--- src/uvst_pkg.sv ---
// Shared types and constants for the unique value set table.
// No dependencies; every other file of the block imports this package.
package uvst_pkg;

  localparam int CAPACITY    = 16;
  localparam int VALUE_WIDTH = 32;

  localparam int ACT_W  = 2;
  localparam int DATA_W = 32;
  localparam int POS_W  = 4;
  localparam int STAT_W = 3;
  localparam int CNT_W  = $clog2(CAPACITY + 1);
  localparam int IDX_W  = $clog2(CAPACITY);

  // stream payload widths, rounded up to whole bytes
  localparam int IN_BITS      = ACT_W + DATA_W + POS_W;
  localparam int IN_TDATA_W   = ((IN_BITS + 7) / 8) * 8;
  localparam int OUT_BITS     = 1 + DATA_W + CNT_W + STAT_W;
  localparam int OUT_TDATA_W  = ((OUT_BITS + 7) / 8) * 8;

  typedef enum logic [ACT_W-1:0] {
    ACT_ADD    = 2'd0,
    ACT_REMOVE = 2'd1,
    ACT_QUERY  = 2'd2,
    ACT_READ   = 2'd3
  } action_t;

  typedef enum logic [STAT_W-1:0] {
    ST_DONE      = 3'd0,
    ST_DUPLICATE = 3'd1,
    ST_FULL      = 3'd2,
    ST_NOT_FOUND = 3'd3,
    ST_RANGE     = 3'd4
  } status_t;

  typedef enum logic [2:0] {
    S_IDLE,
    S_SEARCH,
    S_UPDATE,
    S_MOVE,
    S_READ,
    S_RESULT
  } eng_state_t;

  typedef struct packed {
    action_t                action;
    logic [VALUE_WIDTH-1:0] value;
    logic [POS_W-1:0]       position;
  } cmd_t;

  typedef struct packed {
    logic              present;
    logic [DATA_W-1:0] entry_value;
    logic [CNT_W-1:0]  entry_count;
    status_t           status;
  } res_t;

endpackage

--- src/uvst_front.sv ---
// Front end: takes input beats, decodes them into commands and queues them.
// Depends on uvst_pkg.
module uvst_front (
  input  logic                            clk,
  input  logic                            rst_n,
  input  logic                            in_tvalid,
  output logic                            in_tready,
  input  logic [uvst_pkg::IN_TDATA_W-1:0] in_tdata,
  output logic                            cmd_valid,
  input  logic                            cmd_ready,
  output uvst_pkg::cmd_t                  cmd
);
  import uvst_pkg::*;

  cmd_t       q_r [2];
  logic       wp_r, wp_nxt;
  logic       rp_r, rp_nxt;
  logic [1:0] cnt_r, cnt_nxt;
  cmd_t       dec;
  logic       push, pop;

  // tdata: action, value, position from bit 0 up
  always_comb begin
    dec.action   = action_t'(in_tdata[ACT_W-1:0]);
    dec.value    = VALUE_WIDTH'(in_tdata[ACT_W +: DATA_W]);
    dec.position = in_tdata[ACT_W+DATA_W +: POS_W];
  end

  assign in_tready = (cnt_r != 2'd2);
  assign cmd_valid = (cnt_r != 2'd0);
  assign cmd       = q_r[rp_r];
  assign push      = in_tvalid && in_tready;
  assign pop       = cmd_valid && cmd_ready;

  always_comb begin
    wp_nxt  = push ? ~wp_r : wp_r;
    rp_nxt  = pop ? ~rp_r : rp_r;
    cnt_nxt = cnt_r;
    if (push && !pop) begin
      cnt_nxt = cnt_r + 2'd1;
    end else if (pop && !push) begin
      cnt_nxt = cnt_r - 2'd1;
    end
  end

  always_ff @(posedge clk) begin
    if (!rst_n) begin
      wp_r  <= 1'b0;
      rp_r  <= 1'b0;
      cnt_r <= 2'd0;
    end else begin
      wp_r  <= wp_nxt;
      rp_r  <= rp_nxt;
      cnt_r <= cnt_nxt;
    end
  end

  always_ff @(posedge clk) begin
    if (push) begin
      q_r[wp_r] <= dec;
    end
  end

endmodule

--- src/uvst_engine.sv ---
// Back end: entry memory, linear search sequencer and result register.
// Depends on uvst_pkg.
module uvst_engine (
  input  logic           clk,
  input  logic           rst_n,
  input  logic           cmd_valid,
  output logic           cmd_ready,
  input  uvst_pkg::cmd_t cmd,
  output logic           out_valid,
  input  logic           out_ready,
  output uvst_pkg::res_t out_res
);
  import uvst_pkg::*;

  logic [VALUE_WIDTH-1:0] mem [CAPACITY];
  logic [VALUE_WIDTH-1:0] rd_data_r;
  logic                   mem_we;
  logic [IDX_W-1:0]       mem_wa, mem_ra;
  logic [VALUE_WIDTH-1:0] mem_wd;

  eng_state_t       state_r, state_nxt;
  cmd_t             cmd_r, cmd_nxt;
  logic [CNT_W-1:0] count_r, count_nxt;
  logic [CNT_W-1:0] issue_r, issue_nxt;
  logic [IDX_W-1:0] cmp_idx_r, cmp_idx_nxt;
  logic             pend_r, pend_nxt;
  logic             found_r, found_nxt;
  logic [IDX_W-1:0] slot_r, slot_nxt;
  logic             rng_ok_r, rng_ok_nxt;
  res_t             res_r, res_nxt;
  logic             out_valid_r, out_valid_nxt;
  res_t             out_res_r, out_res_nxt;
  logic             hit;
  logic             search_done;
  logic             out_free;

  // compare uses the registered read data, in the cycle after its address
  assign hit         = pend_r && (rd_data_r == cmd_r.value);
  assign search_done = hit || (!pend_r && (issue_r >= count_r));
  assign out_free    = !out_valid_r || out_ready;

  always_comb begin
    state_nxt = state_r;
    case (state_r)
      S_IDLE: begin
        if (cmd_valid) begin
          state_nxt = (cmd.action == ACT_READ) ? S_READ : S_SEARCH;
        end
      end
      S_SEARCH: begin
        if (search_done) begin
          state_nxt = S_UPDATE;
        end
      end
      S_UPDATE: begin
        state_nxt = (cmd_r.action == ACT_REMOVE && found_r) ? S_MOVE : S_RESULT;
      end
      S_MOVE:   state_nxt = S_RESULT;
      S_READ:   state_nxt = S_RESULT;
      S_RESULT: begin
        if (out_free) begin
          state_nxt = S_IDLE;
        end
      end
      default:  state_nxt = S_IDLE;
    endcase
  end

  always_comb begin
    cmd_ready     = 1'b0;
    cmd_nxt       = cmd_r;
    count_nxt     = count_r;
    issue_nxt     = issue_r;
    cmp_idx_nxt   = cmp_idx_r;
    pend_nxt      = pend_r;
    found_nxt     = found_r;
    slot_nxt      = slot_r;
    rng_ok_nxt    = rng_ok_r;
    res_nxt       = res_r;
    mem_we        = 1'b0;
    mem_wa        = slot_r;
    mem_wd        = rd_data_r;
    mem_ra        = '0;
    out_valid_nxt = out_valid_r && !out_ready;
    out_res_nxt   = out_res_r;
    case (state_r)
      S_IDLE: begin
        cmd_ready = 1'b1;
        if (cmd_valid) begin
          cmd_nxt   = cmd;
          issue_nxt = '0;
          pend_nxt  = 1'b0;
          found_nxt = 1'b0;
          if (CNT_W'(cmd.position) < count_r) begin
            mem_ra     = IDX_W'(cmd.position);
            rng_ok_nxt = 1'b1;
          end else begin
            rng_ok_nxt = 1'b0;
          end
        end
      end
      S_SEARCH: begin
        if (hit) begin
          found_nxt = 1'b1;
          slot_nxt  = cmp_idx_r;
          pend_nxt  = 1'b0;
        end else if (issue_r < count_r) begin
          mem_ra      = issue_r[IDX_W-1:0];
          pend_nxt    = 1'b1;
          cmp_idx_nxt = issue_r[IDX_W-1:0];
          issue_nxt   = issue_r + CNT_W'(1);
        end else begin
          pend_nxt = 1'b0;
        end
      end
      S_UPDATE: begin
        res_nxt.present     = found_r;
        res_nxt.entry_value = '0;
        res_nxt.status      = ST_DONE;
        case (cmd_r.action)
          ACT_ADD: begin
            if (found_r) begin
              res_nxt.status = ST_DUPLICATE;
            end else if (count_r >= CNT_W'(CAPACITY)) begin
              res_nxt.status = ST_FULL;
            end else begin
              mem_we    = 1'b1;
              mem_wa    = count_r[IDX_W-1:0];
              mem_wd    = cmd_r.value;
              count_nxt = count_r + CNT_W'(1);
            end
          end
          ACT_REMOVE: begin
            if (found_r) begin
              // fetch the last entry; it fills the freed slot next cycle
              mem_ra    = IDX_W'(count_r - CNT_W'(1));
              count_nxt = count_r - CNT_W'(1);
            end else begin
              res_nxt.status = ST_NOT_FOUND;
            end
          end
          ACT_QUERY: res_nxt.status = found_r ? ST_DONE : ST_NOT_FOUND;
          default:   res_nxt.status = ST_DONE;
        endcase
      end
      S_MOVE: begin
        mem_we = 1'b1;
        mem_wa = slot_r;
        mem_wd = rd_data_r;
      end
      S_READ: begin
        res_nxt.present = 1'b0;
        res_nxt.status  = rng_ok_r ? ST_DONE : ST_RANGE;
        // out of range falls back to entry 0, or zero on an empty table
        if (rng_ok_r || count_r != '0) begin
          res_nxt.entry_value = DATA_W'(rd_data_r);
        end else begin
          res_nxt.entry_value = '0;
        end
      end
      S_RESULT: begin
        if (out_free) begin
          out_valid_nxt           = 1'b1;
          out_res_nxt             = res_r;
          out_res_nxt.entry_count = count_r;
        end
      end
      default: begin
        cmd_ready = 1'b0;
      end
    endcase
  end

  always_ff @(posedge clk) begin
    if (mem_we) begin
      mem[mem_wa] <= mem_wd;
    end
    rd_data_r <= mem[mem_ra];
  end

  always_ff @(posedge clk) begin
    if (!rst_n) begin
      state_r     <= S_IDLE;
      count_r     <= '0;
      pend_r      <= 1'b0;
      out_valid_r <= 1'b0;
    end else begin
      state_r     <= state_nxt;
      count_r     <= count_nxt;
      pend_r      <= pend_nxt;
      out_valid_r <= out_valid_nxt;
    end
  end

  always_ff @(posedge clk) begin
    cmd_r     <= cmd_nxt;
    issue_r   <= issue_nxt;
    cmp_idx_r <= cmp_idx_nxt;
    found_r   <= found_nxt;
    slot_r    <= slot_nxt;
    rng_ok_r  <= rng_ok_nxt;
    res_r     <= res_nxt;
    out_res_r <= out_res_nxt;
  end

  assign out_valid = out_valid_r;
  assign out_res   = out_res_r;

endmodule

--- src/unique_value_set_table_core.sv ---
// Unique value set table: a set of up to 16 distinct 32-bit values. Commands
// are add, remove, query and read by index; each beat in gives exactly one
// result beat carrying presence, read data, the entry count and a status.
// A command queue of two beats decouples the input from the search engine,
// and a result register decouples the engine from the output. Add, remove
// and query scan the stored entries through the single read port of the
// entry memory, one entry per cycle; read by index reads its entry without
// a scan. A stalled result beat holds the engine until the result register
// is free. Commands are processed one at a time.
// Depends on uvst_pkg, uvst_front and uvst_engine.
module unique_value_set_table_core (
  input  logic                             clk,
  input  logic                             rst_n,
  input  logic                             in_tvalid,
  output logic                             in_tready,
  input  logic [uvst_pkg::IN_TDATA_W-1:0]  in_tdata,  // action, value, position
  output logic                             out_tvalid,
  input  logic                             out_tready,
  output logic [uvst_pkg::OUT_TDATA_W-1:0] out_tdata  // present, entry_value,
                                                      // entry_count, status
);
  import uvst_pkg::*;

  logic cmd_valid;
  logic cmd_ready;
  cmd_t cmd;
  res_t res;

  uvst_front u_front (
    .clk       (clk),
    .rst_n     (rst_n),
    .in_tvalid (in_tvalid),
    .in_tready (in_tready),
    .in_tdata  (in_tdata),
    .cmd_valid (cmd_valid),
    .cmd_ready (cmd_ready),
    .cmd       (cmd)
  );

  uvst_engine u_engine (
    .clk       (clk),
    .rst_n     (rst_n),
    .cmd_valid (cmd_valid),
    .cmd_ready (cmd_ready),
    .cmd       (cmd),
    .out_valid (out_tvalid),
    .out_ready (out_tready),
    .out_res   (res)
  );

  assign out_tdata = OUT_TDATA_W'({res.status, res.entry_count, res.entry_value,
                                   res.present});

endmodule

--- config.mk ---
export PLATFORM = sky130hd
export DESIGN_NAME = unique_value_set_table_core
export DESIGN_NICKNAME = d
export VERILOG_FILES = /design/src/uvst_pkg.sv /design/src/uvst_front.sv /design/src/uvst_engine.sv /design/src/unique_value_set_table_core.sv
export SDC_FILE = /design/constraint.sdc
export NUM_CORES = 1
export LEC_CHECK = 0
export ABC_AREA = 1
export BUFFER_PORTS_ARGS = -buffer_cell sky130_fd_sc_hd__buf_2
export CAP_MARGIN = 15
export CELL_PAD_IN_SITES_DETAIL_PLACEMENT = 1
export CELL_PAD_IN_SITES_GLOBAL_PLACEMENT = 2
export CORE_MARGIN = 3
export CORE_UTILIZATION = 40
export DETAILED_ROUTE_END_ITERATION = 16
export PLACE_DENSITY_LB_ADDON = 0.1
export SLEW_MARGIN = 10
export SYNTH_ARGS = -nofsm -noshare
export SYNTH_HDL_FRONTEND = slang
export SYNTH_SLANG_ARGS = --single-unit
--- constraint.sdc ---
create_clock -name clk -period 4.6 [get_ports clk]
set_clock_uncertainty 0.1 [all_clocks]
set_input_delay 0.92 -clock clk [delete_from_list [all_inputs] [get_ports clk]]
set_output_delay 0.92 -clock clk [all_outputs]
set_load 0.01 [all_outputs]
# Word level (Yosys, flattened, before mapping)
# Memory sizes are Yosys's and may differ from the RTL's. A register that Yosys moved wholly into a read port is not among the register bits.
# Cells that the tools add are included.
# word_totals
reg_bits	140
mem_bits_rw	588
mem_count	2
# mem_list
memory	depth	word_bits	rd	rd_ports_with_merged_regs	wr	line	rtl
u_engine.mem	16	32	1	1	1	uvst_engine.sv:15	logic [VALUE_WIDTH-1:0] mem [CAPACITY];
u_front.q_r	2	38	1	1	1	uvst_front.sv:15	cmd_t q_r [2];
# op_classes
add_sub_neg	5
magnitude_cmp	4
n_eq_ne	19
n_mux	59
n_bitwise	3
reduce_logical	35
# op_table
op	count
32-bit 2-to-1 mux	5
33-bit case mux with 2 select lines	1
4-bit 2-to-1 mux	10
32-bit equality test	1
5-bit 2-to-1 mux	6
3-bit 2-to-1 mux	7
5-bit case mux with 2 select lines	2
1-bit 2-to-1 mux	17
3-bit case mux with 5 select lines	1
3-bit case mux with 2 select lines	2
4-bit case mux with 3 select lines	1
5-bit by 1-bit adder with 5-bit output (second input constant)	2
2-bit by 1-bit inequality test with 1-bit output (second input constant)	5
2-bit inequality test (second input constant)	5
2-bit nonzero test	5
3-bit AND reduction	3
1-bit logical AND	8
2-bit 2-to-1 mux	4
2-bit AND reduction	4
3-bit by 2-bit equality test with 1-bit output (second input constant)	2
3-bit equality test (second input constant)	2
1-bit case mux with 2 select lines	3
5-bit >= comparator	1
5-bit >= comparator (second input constant)	1
other kinds (17)	27

# Logic depth before layout (Yosys ltp)
# Gate-level depths: netlist of the first run.
# logic_depth
ltp_word	7
mapped_depth	18
mapped_depth_nobuf	17

# By module
# Synthesis of the first run repeated with hierarchy kept, for this count alone.
# unflattened
cells_unflattened	2599
hier_area_um2	31291.3
# modules_own_cells
mod	n_inst	cells_each	area_per_inst_um2
uvst_engine	1	2436	28170.8
uvst_front	1	155	3064.2
unique_value_set_table_core	1	8	56.3

# Least setup slack after synthesis of the first run
# OpenSTA, ideal clock, no wires.
# synth_timing
path_type	reg2reg
startpoint	reg u_engine.state_r[2]
endpoint	mem u_engine.mem[0][0] (enable)
setup_ns	0.421
arrival_time_ns	2.817
setup_slack_ns	1.262
path_stages_with_launch	9
n_path_buf	1
period_less_slack_ns	3.338
cell_sequence	dfxtp_1 > nor2_2 > nand2_1 > inv_1 > nand4_1 > clkbuf_1 > nand2_1 > nand3_1 > nor2_1
# synth_via
elab_chain_cells	4
# synth_rtl
item	line	rtl
start, declared	uvst_engine.sv:21	eng_state_t state_r, state_nxt;
start signal, assigned	uvst_engine.sv:188	state_r <= state_nxt;
3-bit by 2-bit equality test with 1-bit output	uvst_engine.sv:86	case (state_r)
1-bit case mux with 2 select lines	uvst_engine.sv:86	
1-bit 2-to-1 mux	uvst_engine.sv:175	if (mem_we) begin
1-bit 2-to-1 mux (implied by the code)	uvst_engine.sv:176	mem[mem_wa] <= mem_wd;
end, declared	uvst_engine.sv:15	
# Several ways; a longest one is shown, not always the timed one.

# Worst setup path in the final report of the first run
# layout_timing
startpoint	reg u_engine.cmd_r[32] (netlist bit)
endpoint	reg u_engine.rd_data_r[18], read port of u_engine.mem
# layout_via
elab_chain_cells	4
# layout_rtl
item	line	rtl
start, declared	uvst_engine.sv:22	cmd_t cmd_r, cmd_nxt;
start signal, assigned	uvst_engine.sv:196	cmd_r <= cmd_nxt;
32-bit equality test	uvst_engine.sv:38	assign hit = pend_r && (rd_data_r == cmd_r.value);
1-bit logical AND	uvst_engine.sv:38	
4-bit 2-to-1 mux	uvst_engine.sv:103	if (hit) begin
4-bit case mux with 3 select lines	uvst_engine.sv:86	
end, declared	uvst_engine.sv:16	logic [VALUE_WIDTH-1:0] rd_data_r;
# No other way between the ends.
# A chain may end at the register's enable or synchronous reset.

==> summary.txt, run 1 <==
Run status: completed
Placed cells: 4,112
Total power divided by cell area: 593 nW/um^2
Die height: 294 um
Worst Hold Endpoint: u_engine.out_res[36]
Launching point of the worst reg2reg path: u_engine.cmd_r[32]
Standard-cell rows: 104
Synth unique cells: 41
Number of max-slew violations in the final report: 0
Clock latency on the worst-skew pair: 0.63 ns
Maximum clock frequency: 0.264 GHz
Final nets: 3,201
Largest family of logic cells by synthesized area: simple AND/OR/NAND/NOR gates
Worst hold path stage count: 0
Portion of the clock cycle consumed by the worst path in the final layout: 0.824
Final core utilization: 0.468
Crit end category: register
Arrival time of the worst setup path: 4.20 ns
Starting Density: 0.408
Max Used Layer: met4
Routed WL per cell: 22.9 um
Clock network fraction of design power: 0.297
Multiplexer share of the synthesized area: 0.0125
Sequential area share after synthesis: 0.676
Via count of the first global-routing pass: 24,100
Number of setup buffers added after CTS: 0
Pwr Total: 22.5 mW
Sum of net half-perimeters after detailed placement: 60,100 um
Wire length on met1: 43,100 um
Type of the setup path with the least slack: reg2reg
Internal power: 14.9 mW
Overall via count from detail_route: 22,800
DRC violations left: 0
Seq cells post-synth: 761
Synth async-reset ratio: 0
Compound-Gate Fraction of Synth Area: 0.0133
Normalized max-slew margin: 0.288
Clock tree from TritonCTS: yes
EDFF count, synth: 714
Number of gates resized after cts: 0
Number of top-level pins: 94
Number of max-capacitance violations reported: 0
Peak fanout along the critical path: 22
Worst slew pin tran: 1.07 ns
Critical R2R Capture: u_engine.rd_data_r[18]
Hold Vio Cnt, Final: 0
Leakage power of the design: 15.6 nW
Initial antenna violation count: 0
PortBufs: 84
CTS sink cnt: 761
Post-Route WL: 98,000 um
DIE WIDTH: 294 um
Start point of the critical path: u_engine.cmd_r[32]
Reg clk slew, reported paths: 0.06 ns
Residual overflow from global routing: 0
Unrepaired setup endpoints after global routing: no
Post-route minimum period: 3.79 ns
Syn. warnings: 0
DR pass1 iterations: 5
Sequential cell fraction of total power: 0.427
Quantity of hold-fixing buffers added after cts: 0
Met2 layer wire length in the routed design: 49,400 um
H-tree lvl count: 3
Clk buf depth: 3
Placement Cell Area: 35,200 um^2
Filler-free cell count of the finished design: 4,272
Total CTS buffers: 84
Simple-gate share of the synthesized area: 0.192
Number of instances in the synthesized netlist: 3,048
Area of the mapped netlist: 33,100 um^2
Total net switching power: 7.66 mW
Data required time at the worst endpoint: 5.01 ns
Wire length of the first global-routing pass: 147,000 um
Drt initial violations: 1,497
Final antenna-violating net count: 0
Hold path start: u_engine.res_r[36]
Area added between synthesis and finish: 14.7%
Hold Crit Class: reg2reg
Adder and majority cell fraction of the synthesized area: 0.00567
XOR/XNOR Fraction of Synth Area: 0.00397
Layout cell share with drive strength beyond 1: 0.119
GR Util All Layers: 0.227
Mean instance size in the synthesized netlist: 10.9 um^2
Setup-violating endpoint count in the final report: 0
Final sum of negative setup slack: 0 ns
Area of the core: 81,200 um^2
Relative contribution of combinational cells to total power: 0.276
Worst setup SP type: register
Switching share of total power: 0.340
Clock root buffer: sky130_fd_sc_hd__clkbuf_16
Gp weighted congestion: 0.812
Primary flip-flop cell chosen by synthesis mapping: sky130_fd_sc_hd__edfxtp_1
Floorplan die area: 86,300 um^2
Slack of the worst reg-to-reg path: 0.81 ns
R2r worst-path depth: 15
Maximum VDD drop: 0.356 mV
Finished Cell Area: 38,000 um^2
Maximum number of pins on one net before global-route repair: 137
Via-per-instance ratio: 5.33
Met3 wirelength from detailed routing: 2930 um
==> power groups by stage <==
stage / clock network, mW / logic [mW] / registers, mW
after floorplan: 0 / 3.80 / 9.54
after detailed placement: 0 / 6.27 / 9.78
after global routing: 7.14 / 6.93 / 9.67
after global placement: 0 / 6.10 / 9.76
final: 6.69 / 6.23 / 9.61
after CTS: 6.85 / 6.30 / 9.64
==> cell usage after synthesis, drive strengths merged, types with 4 or more instances <==
master  instances  area (um^2)
ha             15          188
xor2            7         61.3
nand4         265         1660
nand2         452         1700
inv           626         2350
o21ai          48          240
a21oi          26          130
nor3            8         51.3
and2            4         25.0
buf           117          604
edfxtp        714        21400
nor2          105          409
dfxtp          47          941
xnor2           8         70.1
clkbuf         64          244
mux2           35          394
nand3         487         2460
==> worst max-delay path, stage by stage (launching register included) <==
cell	delay (ns)
sky130_fd_sc_hd__edfxtp_1	0.40
sky130_fd_sc_hd__xnor2_1	0.71
sky130_fd_sc_hd__nand2_1	0.12
sky130_fd_sc_hd__nor2_1	0.13
sky130_fd_sc_hd__nand2_1	0.05
sky130_fd_sc_hd__nor2_1	0.21
sky130_fd_sc_hd__nand3_2	0.26
sky130_fd_sc_hd__nand2_1	0.17
sky130_fd_sc_hd__nor2_2	0.11
sky130_fd_sc_hd__nand2_1	0.14
sky130_fd_sc_hd__nand3_4	0.30
sky130_fd_sc_hd__inv_2	0.20
sky130_fd_sc_hd__buf_4	0.39
sky130_fd_sc_hd__nand3_1	0.13
sky130_fd_sc_hd__nand3_1	0.14
sky130_fd_sc_hd__nand2_1	0.08
==> cell families after synthesis <==
logic type / Yosys count
adder cells (fa/ha/maj): 15
AND/OR/NAND/NOR: 1328
buffers and inverters: 808
multiplexers: 37
XOR/XNOR: 15
flip-flops: 761
AO/OA/AOI/OAI: 83
other: 1
==> final cells by class <==
type	count	area (um^2)
tap	1060	1330
inverter	627	2360
antenna	1	2.50
timing repair buffer	183	1410
clock inverter	48	453
multi-input combinational	1485	7760
clock buffer	107	2270
sequential	761	22400
fill	8720	43200
==> per-layer routing <==
metal  up-vias  GRT usage
met1     11700      0.298
met2       392      0.397
met5         -          0
met3       172     0.0240
met4         0     0.0689
li1      10600          -
==> flip-flops by register name, summed over array words and instances, names as in the netlist, 2 cells and up, named ones only <==
| register | count |
|---|---|
| u_engine.out_res | 41 |
| u_engine.state_r | 3 |
| u_engine.issue_r | 5 |
| u_engine.rd_data_r | 32 |
| u_engine.slot_r | 4 |
| u_engine.count_r | 5 |
| u_front.q_r | 76 |
| u_front.cnt_r | 2 |
| u_engine.cmp_idx_r | 4 |
| u_engine.cmd_r | 34 |
| u_engine.mem | 512 |
| u_engine.res_r | 36 |
==> how the worst max path moves through the flow <==
stage | end | slack [ns]
2_1_floorplan | u_engine.mem[0][0] | 1.26
3_3_place_gp | u_engine.rd_data_r[22] | 0.99
3_5_place_dp | u_engine.rd_data_r[22] | 0.99
4_1_cts | u_engine.rd_data_r[16] | 0.96
5_1_grt | u_engine.rd_data_r[22] | 0.69
6_report | u_engine.rd_data_r[18] | 0.81
==> per-stage QoR <==
step	hold slack [ns]	setup WS, ns
after floorplan	0.300	1.26
after global placement	0.303	0.993
after detailed placement	0.308	0.989
after CTS	0.322	0.964
after global routing	0.325	0.691
final	0.321	0.811
==> layout by cell type (no fill, tap or decap), types with 4 or more instances in the layout <==
cell type	instances
sky130_fd_sc_hd__o21ai_0	46
sky130_fd_sc_hd__dfxtp_1	46
sky130_fd_sc_hd__and2_1	4
sky130_fd_sc_hd__ha_1	15
sky130_fd_sc_hd__nand3_1	482
sky130_fd_sc_hd__edfxtp_1	714
sky130_fd_sc_hd__inv_1	615
sky130_fd_sc_hd__xnor2_1	8
sky130_fd_sc_hd__nand4_1	265
sky130_fd_sc_hd__xor2_1	7
sky130_fd_sc_hd__clkinv_1	22
sky130_fd_sc_hd__a21oi_1	26
sky130_fd_sc_hd__inv_2	9
sky130_fd_sc_hd__bufinv_16	8
sky130_fd_sc_hd__nor3_1	7
sky130_fd_sc_hd__clkbuf_1	17
sky130_fd_sc_hd__conb_1	7
sky130_fd_sc_hd__nor2_1	82
sky130_fd_sc_hd__buf_4	79
sky130_fd_sc_hd__inv_6	4
sky130_fd_sc_hd__nand2_1	448
sky130_fd_sc_hd__clkbuf_8	4
sky130_fd_sc_hd__nand3_4	4
sky130_fd_sc_hd__clkbuf_16	86
sky130_fd_sc_hd__buf_12	20
sky130_fd_sc_hd__clkinv_2	11
sky130_fd_sc_hd__mux2_2	35
sky130_fd_sc_hd__buf_2	84
sky130_fd_sc_hd__nor2_4	20
Power figures use the tool's default switching activity.
==> run 2: changes to the inputs <==
--- a/config.mk
+++ b/config.mk
@@ -11,7 +11,7 @@
 export CELL_PAD_IN_SITES_DETAIL_PLACEMENT = 1
 export CELL_PAD_IN_SITES_GLOBAL_PLACEMENT = 2
 export CORE_MARGIN = 3
-export CORE_UTILIZATION = 40
+export CORE_UTILIZATION = 38
 export DETAILED_ROUTE_END_ITERATION = 16
 export PLACE_DENSITY_LB_ADDON = 0.1
 export SLEW_MARGIN = 10
==> constraint.sdc (replaced) <==
create_clock -name clk -period 3.3 [get_ports clk]
set_clock_uncertainty 0.1 [all_clocks]
set_input_delay 0.66 -clock clk [delete_from_list [all_inputs] [get_ports clk]]
set_output_delay 0.66 -clock clk [all_outputs]
set_load 0.01 [all_outputs]
==> summary.txt, run 2 (synthesized netlist as in run 1, its figures left out) <==
Run status: completed
Critical R2R Capture: u_engine.rd_data_r[26]
Post-Place Setup Slack: -0.00224 ns (-0.991 ns)
Clk buf depth: 3 (unchanged)
Starting Density: 0.386 (-0.0219)
Standard-cell rows: 107 (+2.9%)
Clock root buffer: sky130_fd_sc_hd__clkbuf_16
CTS sink cnt: 761 (unchanged)
Flip-flop count of the largest register after layout: 512 (unchanged)
Data required time at the worst endpoint: 3.71 ns (-1.30 ns)
Number of max-capacitance violations reported: 0 (unchanged)
Area of the core: 85,800 um^2 (+5.7%)
Number of setup buffers added after CTS: 0 (unchanged)
Final-layout worst hold slack: 0.101 ns (-0.220 ns)
DR pass1 iterations: 5 (unchanged)
H-tree lvl count: 3 (unchanged)
Drt initial violations: 1,695 (+13%)
Finished Cell Area: 39,200 um^2 (+3.2%)
Peak fanout along the critical path: 35 (+59%)
Launching point of the worst reg2reg path: u_engine.rd_data_r[25]
Routed WL per cell: 22.7 um (-1.1%)
Hold Crit Class: in2reg
Hold Vio Cnt, Final: 0 (unchanged)
Sum of net half-perimeters after detailed placement: 62,500 um (+4.0%)
Placed cells: 4,286 (+4.2%)
Worst slew pin tran: 1.05 ns (-0.0163 ns)
Final core utilization: 0.457 (-0.0108)
Worst setup SP type: register
Crit end category: register
Met2 Usage GRT: 0.373 (-0.0247)
Final nets: 3,290 (+2.8%)
Overall via count from detail_route: 23,000 (+0.79%)
DIE WIDTH: 301 um (+2.5%)
Total CTS buffers: 86 (+2.4%)
Total power divided by cell area: 825 nW/um^2 (+39%)
Slack of the worst reg-to-reg path: 0.18 ns (-0.64 ns)
Type of the setup path with the least slack: reg2reg
Via count of the first global-routing pass: 24,200 (+0.11%)
Clock latency on the worst-skew pair: 0.65 ns (+0.02 ns)
Number of max-slew violations in the final report: 0 (unchanged)
Layout cell share with drive strength beyond 1: 0.146 (+0.0266)
Met1 track demand over resource in global routing: 0.298 (about the same)
Initial antenna violation count: 0 (unchanged)
Maximum VDD drop: 0.451 mV (+27%)
Start point of the critical path: u_engine.rd_data_r[25]
Via-per-instance ratio: 5.16 (-3.2%)
FF+latch area: 22,400 um^2 (unchanged)
Placement Cell Area: 36,400 um^2 (+3.3%)
Portion of the clock cycle consumed by the worst path in the final layout: 0.947 (+0.123)
Normalized max-slew margin: 0.299 (+0.0108)
Floorplan die area: 90,700 um^2 (+5.2%)
Filler cells: 9,207 (+5.6%)
Number of top-level pins: 94 (unchanged)
Wire length of the first global-routing pass: 150,000 um (+2.1%)
Pwr Total: 32.3 mW (+44%)
Global routing met3 resource utilization: 0.0301 (+0.00609)
Maximum clock frequency: 0.320 GHz (+21%)
Residual overflow from global routing: 0 (unchanged)
Maximum number of pins on one net before global-route repair: 101 (-26%)
Setup-violating endpoint count in the final report: 0 (unchanged)
Filler-free cell count of the finished design: 4,448 (+4.1%)
Clock tree from TritonCTS: yes
R2r worst-path depth: 17 (+2)
Multi-input gate area in the final layout: 7770 um^2 (+0.11%)
Most common library cell in the layout ignoring fill and taps: sky130_fd_sc_hd__edfxtp_1
Global routing's busiest layer: met2
Final sum of negative setup slack: 0 ns (unchanged)
Post-route minimum period: 3.12 ns (-0.665 ns)
Area added between synthesis and finish: 18.4%
Setup crit end: u_engine.rd_data_r[26]
Post-Route WL: 101,000 um (+3.0%)
Die height: 301 um (+2.5%)
Gp weighted congestion: 0.831 (+2.4%)
Arrival time of the worst setup path: 3.53 ns (-0.67 ns)
GR Util All Layers: 0.223 (-0.00342)
ANT cells: 0 (-1)
Leading cell types in the layout, fill and taps excluded: sky130_fd_sc_hd__edfxtp_1, sky130_fd_sc_hd__inv_1, sky130_fd_sc_hd__nand3_1
DRC violations left: 0 (unchanged)
Final antenna-violating net count: 0 (unchanged)
PortBufs: 84 (unchanged)
Reg clk slew, reported paths: 0.06 ns (about the same)
Worst hold path stage count: 1 (+1)
Leakage power of the design: 16.1 nW (+3.7%)
Register with the most flip-flops: u_engine.mem
Fin worst setup slack: 0.176 ns (-0.635 ns)
[run 2: cell count changes in the layout (fill, tap and decap cells not counted), moves of 3 or more]
| cell | before | now |
|---|---|---|
| sky130_fd_sc_hd__clkbuf_1 | 17 | 14 |
| sky130_fd_sc_hd__clkinv_2 | 11 | 18 |
| sky130_fd_sc_hd__buf_4 | 79 | 136 |
| sky130_fd_sc_hd__clkinvlp_4 | 3 | 6 |
| sky130_fd_sc_hd__buf_12 | 20 | 49 |
[run 2: critical path, stage by stage, from the launching register on]
cell and delay (ns):
sky130_fd_sc_hd__dfxtp_1 0.52, sky130_fd_sc_hd__inv_1 0.10, sky130_fd_sc_hd__nand2_1 0.18, sky130_fd_sc_hd__nand2_1 0.09, sky130_fd_sc_hd__nor2_1 0.13, sky130_fd_sc_hd__nand3_1 0.08, sky130_fd_sc_hd__nor2_1 0.14, sky130_fd_sc_hd__buf_4 0.15
sky130_fd_sc_hd__nand3_2 0.18, sky130_fd_sc_hd__nand2_1 0.16, sky130_fd_sc_hd__nor2_2 0.05, sky130_fd_sc_hd__nand2_1 0.14, sky130_fd_sc_hd__nand3_4 0.12, sky130_fd_sc_hd__inv_2 0.16, sky130_fd_sc_hd__buf_12 0.28, sky130_fd_sc_hd__nand3_1 0.12
sky130_fd_sc_hd__nand3_1 0.11, sky130_fd_sc_hd__nand2_1 0.12
[run 2: worst min-delay path by stage]
stage	start	endpoint	slack (ns)
floorplan	u_engine.res_r[0]	u_engine.out_res[0]	0.30
global placement	u_engine.res_r[2]	u_engine.out_res[2]	0.31
detailed placement	u_engine.res_r[32]	u_engine.out_res[32]	0.31
CTS	in_tdata[32]	u_front.q_r[0][34]	0.05
global route	in_tdata[21]	u_front.q_r[0][23]	0.06
finish	in_tdata[32]	u_front.q_r[1][34]	0.10
[run 2: report_power, final]
| group | switching, mW | internal, mW | leakage (nW) |
|---|---|---|---|
| sequential | 0.696 | 12.7 | 6.88 |
| clock | 3.99 | 5.61 | 1.37 |
| combinational | 6.32 | 3.02 | 7.89 |
| total | 11.0 | 21.3 | 16.1 |
[run 2: area by class of cell]
type	count	share of cell area
clock buffers	103	0.0576
clock inverters	58	0.0145
inverters	627	0.0601
multi-input cells	1485	0.198
flip-flops and latches	761	0.571
well taps	1144	0.0365
repair buffers	270	0.0621
[run 2: layer usage]
layer	routed length [um]	vias to the layer above
met3	3720	165
met4	3550	0
met1	44800	11600
met2	48800	455
li1	-	10700
met5	0	-
[run 2: repair_timing]
action | in CTS | in global routing
pin swaps | 0 | 0
hold endpoints to repair | 0 | 0
hold buffers | 0 | 0
resized for setup | 1 | 4
setup endpoints to repair | 14 | 253
